==> src/hdl/median_filter_3x3_rgb_macros.svh <==
// assertion macros for the 3x3 median filter
// no dependencies
`ifndef MEDIAN_FILTER_3X3_RGB_MACROS_SVH
`define MEDIAN_FILTER_3X3_RGB_MACROS_SVH
// assert that a implies b in the next cycle
`define MF_ASSERT_NEXT(lbl, a, b) \
	lbl: assert property (@(posedge clk) disable iff (!arst_n) (a) |=> (b)) \
		else $error("mf check failed");
// assert that a implies b in the same cycle
`define MF_ASSERT_SAME(lbl, a, b) \
	lbl: assert property (@(posedge clk) disable iff (!arst_n) (a) |-> (b)) \
		else $error("mf check failed");
`endif

==> src/hdl/mf3_pkg.sv <==
// shared types, register indexes and the median function of the 3x3 median filter
// no dependencies
package mf3_pkg;
	localparam int unsigned REG_WIDTH = 0;
	localparam int unsigned REG_HEIGHT = 1;
	localparam logic [7:0] ALPHA_OPAQUE = 8'hFF;

	typedef logic [23:0] rgb_t;

	// one channel value plus a flag that marks it as in use
	typedef struct packed {
		logic       use_c;
		logic [7:0] val;
	} chv_t;

	// rank-based selection: value whose rank among used values equals n/2
	function automatic logic [7:0] med9(input chv_t [8:0] v);
		logic [3:0] n;
		logic [3:0] lt;
		logic [3:0] le;
		logic [3:0] k;
		logic [7:0] r;
		n = '0;
		r = '0;
		for (int i = 0; i < 9; i++) n = n + {3'd0, v[i].use_c};
		k = n >> 1;
		for (int i = 0; i < 9; i++) begin
			lt = '0;
			le = '0;
			for (int j = 0; j < 9; j++) begin
				if (v[j].use_c && v[j].val < v[i].val) lt = lt + 4'd1;
				if (v[j].use_c && v[j].val <= v[i].val) le = le + 4'd1;
			end
			if (v[i].use_c && lt <= k && k < le) r = v[i].val;
		end
		return r;
	endfunction
endpackage

==> src/hdl/mf3_median.sv <==
// registered per-channel median over a masked 3x3 window
// depends on mf3_pkg
module mf3_median (
	input  logic               clk,
	input  logic               en,
	input  mf3_pkg::rgb_t [8:0] win,
	input  logic [8:0]         mask,
	output mf3_pkg::rgb_t      med
);
	import mf3_pkg::*;
	chv_t [8:0] r, g, b;
	always_comb begin
		for (int i = 0; i < 9; i++) begin
			r[i] = '{use_c: mask[i], val: win[i][23:16]};
			g[i] = '{use_c: mask[i], val: win[i][15:8]};
			b[i] = '{use_c: mask[i], val: win[i][7:0]};
		end
	end
	always_ff @(posedge clk) begin
		if (en) med <= {med9(r), med9(g), med9(b)};
	end
endmodule

==> config.mk <==
export PLATFORM = sky130hd
export DESIGN_NAME = mf3_median
export DESIGN_NICKNAME = d
export VERILOG_FILES = /design/src/hdl/median_filter_3x3_rgb_macros.svh /design/src/hdl/mf3_pkg.sv /design/src/hdl/mf3_median.sv
export SDC_FILE = /design/constraint.sdc
export NUM_CORES = 2
export LEC_CHECK = 0
export BUFFER_PORTS_ARGS = -buffer_cell sky130_fd_sc_hd__buf_4
export CORE_MARGIN = 2
export CORE_UTILIZATION = 50
export DETAILED_ROUTE_END_ITERATION = 10
export PLACE_DENSITY = 0.66
export SLEW_MARGIN = 20
export SYNTH_ARGS = -nofsm -noshare
export SYNTH_HDL_FRONTEND = slang
export SYNTH_SLANG_ARGS = --single-unit
==> constraint.sdc <==
create_clock -name clk -period 9.8 [get_ports clk]
set_input_delay 0 -clock clk [delete_from_list [all_inputs] [get_ports clk]]
set_output_delay 0 -clock clk [all_outputs]
set_load 0.02 [all_outputs]
# Word-level counts from Yosys, hierarchy flattened
# Index checks and enable logic that the tools add are counted.
[word_totals] reg_bits=24 output_inout_bits=24
[classes] addsub=440 magnitude_cmp=540 muxes=999 reduce_logical=540
[ops] op="$mux 4" count=918
[ops] op="$le 8x8->1" count=243
[ops] op="$lt 8x8->1" count=243
[ops] op="$add 4x1->4 const B" count=432
[ops] op="$logic_and 1x1->1" count=540
[ops] op="$mux 8" count=27
[ops] op="$le 4x3->1" count=27
[ops] op="$lt 3x4->1" count=27
[ops] op="$mux 1" count=54
[ops] op="$add 4x1->4" count=5
[ops] op="$add 3x1->4" count=1
[ops] op="$add 2x1->3" count=1
[ops] op="$add 1x1->2" count=1

# Logic depth before layout (Yosys ltp)
[logic_depth] depth_word=40 mapped_depth=44

# Worst setup path after synthesis
# Ideal clock, no wire load.
[synth_path] path_kind="input -> register" start="in mask[8]" end="reg med[22] (data pin)" setup_ns=0.263 arrival_time_ns=7.376 required_time_ns=9.537 setup_slack_ns=2.161 path_stages=22 cell_sequence="inv_1 clkbuf_1 clkbuf_1 buf_1 fa_1 fa_1 inv_1 ha_1 a21oi_1 fa_1 xnor2_1 inv_1 ha_1 a21o_1 a21oi_1 a31oi_1 a2111oi_4 nor2b_2 buf_6 a22oi_2 a211oi_1 a2111o_1"
[synth_between] elab_chain_len=15 word_cells_on_any_way=100 cone_classes="add/sub (1); order compare (18); mux (45); reduce/logical (36)"
[synth_rtl] item="start: declaration" line_no="mf3_median.sv:7" source="input logic [8:0] mask,"
[synth_rtl] item="parallel branches: the longest is 14 deep, another holds $add 4x1->4"
[synth_rtl] item="$mux 8 *" line_no="mf3_pkg.sv:34" source="if (v[i].use_c && lt <= k && k < le) r = v[i].val;"
[synth_rtl] item="end signal: assignment" line_no="mf3_median.sv:20" source="if (en) med <= {med9(r), med9(g), med9(b)};"
[synth_rtl] item="end: declaration" line_no="mf3_median.sv:8" source="output mf3_pkg::rgb_t med"
# Mark *: on every way between the ends. The select of a mux whose other input is x is not followed.
# A chain may end at the register's enable or synchronous reset.

# Final worst setup path
[layout_path] start="in win[173] (netlist bit)" end="reg med[1] (data pin)"
[layout_between] elab_chain_len=33 word_cells_on_any_way=245 cone_classes="add/sub (32); order compare (52); mux (109); reduce/logical (52)"
[layout_rtl] item="start: declaration" line_no="mf3_median.sv:6" source="input mf3_pkg::rgb_t [8:0] win,"
[layout_rtl] item="$lt 8x8->1" line_no="mf3_pkg.sv:31" source="if (v[j].use_c && v[j].val < v[i].val) lt = lt + 4'd1;"
[layout_rtl] item="$logic_and 1x1->1" line_no="mf3_pkg.sv:31"
[layout_rtl] item="$mux 1" line_no="mf3_pkg.sv:31"
[layout_rtl] item="$mux 4" line_no="mf3_median.sv:20"
[layout_rtl] item="$add 4x1->4" line_no="mf3_pkg.sv:31"
[layout_rtl] item="$mux 4" line_no="mf3_pkg.sv:31"
[layout_rtl] item="$mux 4" line_no="mf3_median.sv:20"
[layout_rtl] item="$add 4x1->4" line_no="mf3_pkg.sv:31"
[layout_rtl] item="(+16 left out)"
[layout_rtl] item="$mux 4" line_no="mf3_median.sv:20"
[layout_rtl] item="$add 4x1->4" line_no="mf3_pkg.sv:31"
[layout_rtl] item="$mux 4" line_no="mf3_pkg.sv:31"
[layout_rtl] item="$mux 4" line_no="mf3_median.sv:20"
[layout_rtl] item="$le 4x3->1" line_no="mf3_pkg.sv:34"
[layout_rtl] item="$logic_and 1x1->1 (2 in series)" line_no="mf3_pkg.sv:34"
[layout_rtl] item="$mux 8" line_no="mf3_pkg.sv:34"
[layout_rtl] item="$mux 8 *" line_no="mf3_pkg.sv:34"
# Every way passes the cells marked *; elsewhere a longest branch is shown, timed or not. The select of a mux whose other input is x is not followed.

==> results.py <==
metrics = {
    "detailed_routing": {
        "dr.pass1.iters": 6,
        "drc": 0,
        "vias_per_cell": 6.45,
        "ant_nets": 0,
        "vias": 62464,
        "wl_per_cell_um": 23.4,
        "finalWirelength_mm": 227,
        "drt_iter0_markers": 5540,
    },
    "synthesis": {
        "synthCells": 7890,
        "synth_edf_count": 24,
        "synth_cell_type_count": 144,
        "synth.area.top_cells": "ha_1, xnor2_1, nand2_1, a21oi_1, inv_1",
        "synth_largest_area_cell": "ha_1",
        "avgSynthCellArea_um2": 7.63,
        "syn_area_mm2": 0.0602,
        "ys_warn_count": 0,
        "ys.flop_type": "edfxtp_1",
        "seq_area_frac_synth_pct": 1.20,
        "syn-num-nets": 9534,
        "yosysTopAreaCellShare_pct": 29.4,
        "synth-seq-cells": 24,
        "synthArstFlopShare_pct": 0,
    },
    "worst_hold_path": {
        "hp-class": "input pin to flip-flop",
    },
    "placement": {
        "hpwl_mm": 180,
        "gp_congestion": 0.980,
        "io_buffers": 250,
        "postPlaceCellArea_mm2": 0.0637,
    },
    "timing": {
        "tightestPinTransition_ns": 1.13,
        "period_share_pct": 94.5,
        "rsz0062_at_grt": "false",
        "setup_viol": 0,
        "final_hold_viol_count": 0,
        "finalSetupTns_ns": 0,
        "max-slew-margin-rel_pct": 24.0,
        "drv_slew": 0,
        "fmax_ghz": 0.108,
        "final.min_clock_period_ns": 9.26,
    },
    "pwr": {
        "p_leak_uw": 0.0296,
        "peakVddDrop_uv": 161,
        "pwr_density_cell_mw_per_mm2": 168,
    },
    "run_status": {
        "outcome": "completed",
    },
    "layout": {
        "fin_nets": 9712,
        "drive_gt1_share_pct": 8.54,
        "largest_reg_flops": 24,
        "syn2layout_area_growth_pct": 6.43,
        "fin_area_mm2": 0.0640,
        "nFillCells": 11632,
        "reg.largest.list": "med (24)",
        "largest-register": "med",
    },
    "clocking": {
        "clk_root_buffer_cell": "clkbuf_16",
        "cts_made_buffers": 3,
        "cts_tree": "yes",
        "clkTransAtPathRegs_ns": 0.13,
        "clkSinkCount": 24,
        "clockBufferDepth": 2,
        "htreeDepth": 1,
        "ctsResizeCount": 0,
    },
    "critical_path": {
        "cp-startpoint": "win[173]",
        "critPathSlowestCell": "o2111ai_1",
        "crit_arrival_ns": 9.36,
        "cp_data_required_time_ns": 9.90,
        "crit_type": "input pin to flip-flop",
        "slowest_delay_ns": 0.62,
        "cp.depth": 38,
        "cp_num_buf_inv": 5,
        "critPathLaunchType": "input pin",
        "endpoint": "med[1]",
        "cpMostUsedCell": "ha_1",
        "worstPathMaxFanout": 8,
        "endpoint_kind": "flip-flop",
        "cp_top_family": "compound AO/OA/AOI/OAI gates",
    },
    "die": {
        "coreArea_mm2": 0.120,
        "die_y_um": 351,
        "dieArea_mm2": 0.123,
        "initial_core_util_pct": 50.3,
        "chipWidth_um": 351,
        "rows": 127,
        "io_pins": 251,
    },
    "global_route": {
        "grt_pass1_wl_mm": 340,
        "grt_overflow_total": 0,
        "grt_pass1_vias": 58289,
        "grt_use_total_pct": 35.4,
        "grt_start_max_net_pins": 53,
        "antenna_found_initial": 7,
    },
    "flow_run": {
        "drv_cap": 0,
    },
}
-- timing repair --
action                     in CTS  in global routing
buffers inserted                0                  4
hold endpoints to repair       13                  0
hold buffers                   17                  0
setup endpoints to repair       0                  4
-- cells by family after synthesis --
| kind of cell | after synthesis | share of synthesized area [%] |
|---|---|---|
| AO/OA/AOI/OAI | 2094 | 23.9 |
| XOR/XNOR | 815 | 14.8 |
| adder cells (fa/ha/maj) | 1418 | 29.5 |
| buffers and inverters | 766 | 5.13 |
| flip-flops | 24 | 1.20 |
| multiplexers | 223 | 3.94 |
| AND/OR/NAND/NOR | 2550 | 21.5 |
-- how the worst min path moves through the flow --
stage	start	end	slack, ns	depth (start not counted)
CTS	win[199]	med[7]	0.0003	3
finish	win[171]	med[3]	0.008	3
global route	win[172]	med[4]	0.02	3
floorplan	en	med[0]	0.11	0
detailed placement	win[213]	med[21]	0.30	3
global placement	win[212]	med[20]	0.31	3
-- Yosys cell counts, drive strengths merged, types with 131 or more instances --
cell type  instances
o211ai           145
xnor2            472
o21a             131
nand3            204
nand4            227
nor2             551
nand2            691
xor2             238
o21ai            383
a21oi            512
a21o             138
nor3             161
inv              609
ha              1413
-- metrics by stage --
stage	instances	power (uW)	util [%]	setup slack, ns	hold slack [ns]
5_1_grt	9679	11900	53.5	0.0251	0.0157
2_1_floorplan	7890	7860	-	2.16	0.112
3_3_place_gp	9654	10000	53.3	1.06	0.306
3_5_place_dp	9654	10300	53.3	0.844	0.297
6_report	9681	10800	53.5	0.537	0.00765
4_1_cts	9675	10600	53.5	0.264	0.000265
-- cells in the final DEF, fill, tap and decap left out, types with 226 or more instances in the layout --
cell / Yosys / final
a21oi_1: 496 / 495
buf_4: 11 / 311
ha_1: 1413 / 1413
inv_1: 601 / 596
nand2_1: 690 / 690
nand4_1: 226 / 226
nor2_1: 546 / 546
o21ai_0: 336 / 335
xnor2_1: 446 / 445
xor2_1: 232 / 232
-- per-layer routing --
metal / GRT usage (%) / routed length (um) / vias up
met4: 19.5 / 14800 / 2
met2: 56.5 / 97400 / 2719
li1: - / - / 29725
met5: 0 / 10 / -
met1: 45.6 / 94500 / 29376
met3: 5.04 / 20300 / 642
-- layout make-up --
| type | instances | area [um2] | area share (%) |
|---|---|---|---|
| clock buffers | 3 | 75.1 | 0.117 |
| multi-input cells | 7100 | 56400 | 88.1 |
| inverters | 611 | 2300 | 3.59 |
| clock inverters | 1 | 30.0 | 0.0469 |
| flip-flops and latches | 24 | 721 | 1.13 |
| repair buffers | 328 | 2500 | 3.91 |
| well taps | 1612 | 2020 | 3.15 |
| diodes | 2 | 5.00 | 0.00782 |
-- where the power goes --
part           total, uW  internal, uW  leakage (uW)  switching [uW]
Combinational      10300          4330        0.0294            5980
Sequential           285           260      0.000233            24.5
Clock                170          83.1     0.0000511            86.9
Total              10800          4670        0.0296            6090
Power figures use the tool's default switching activity.
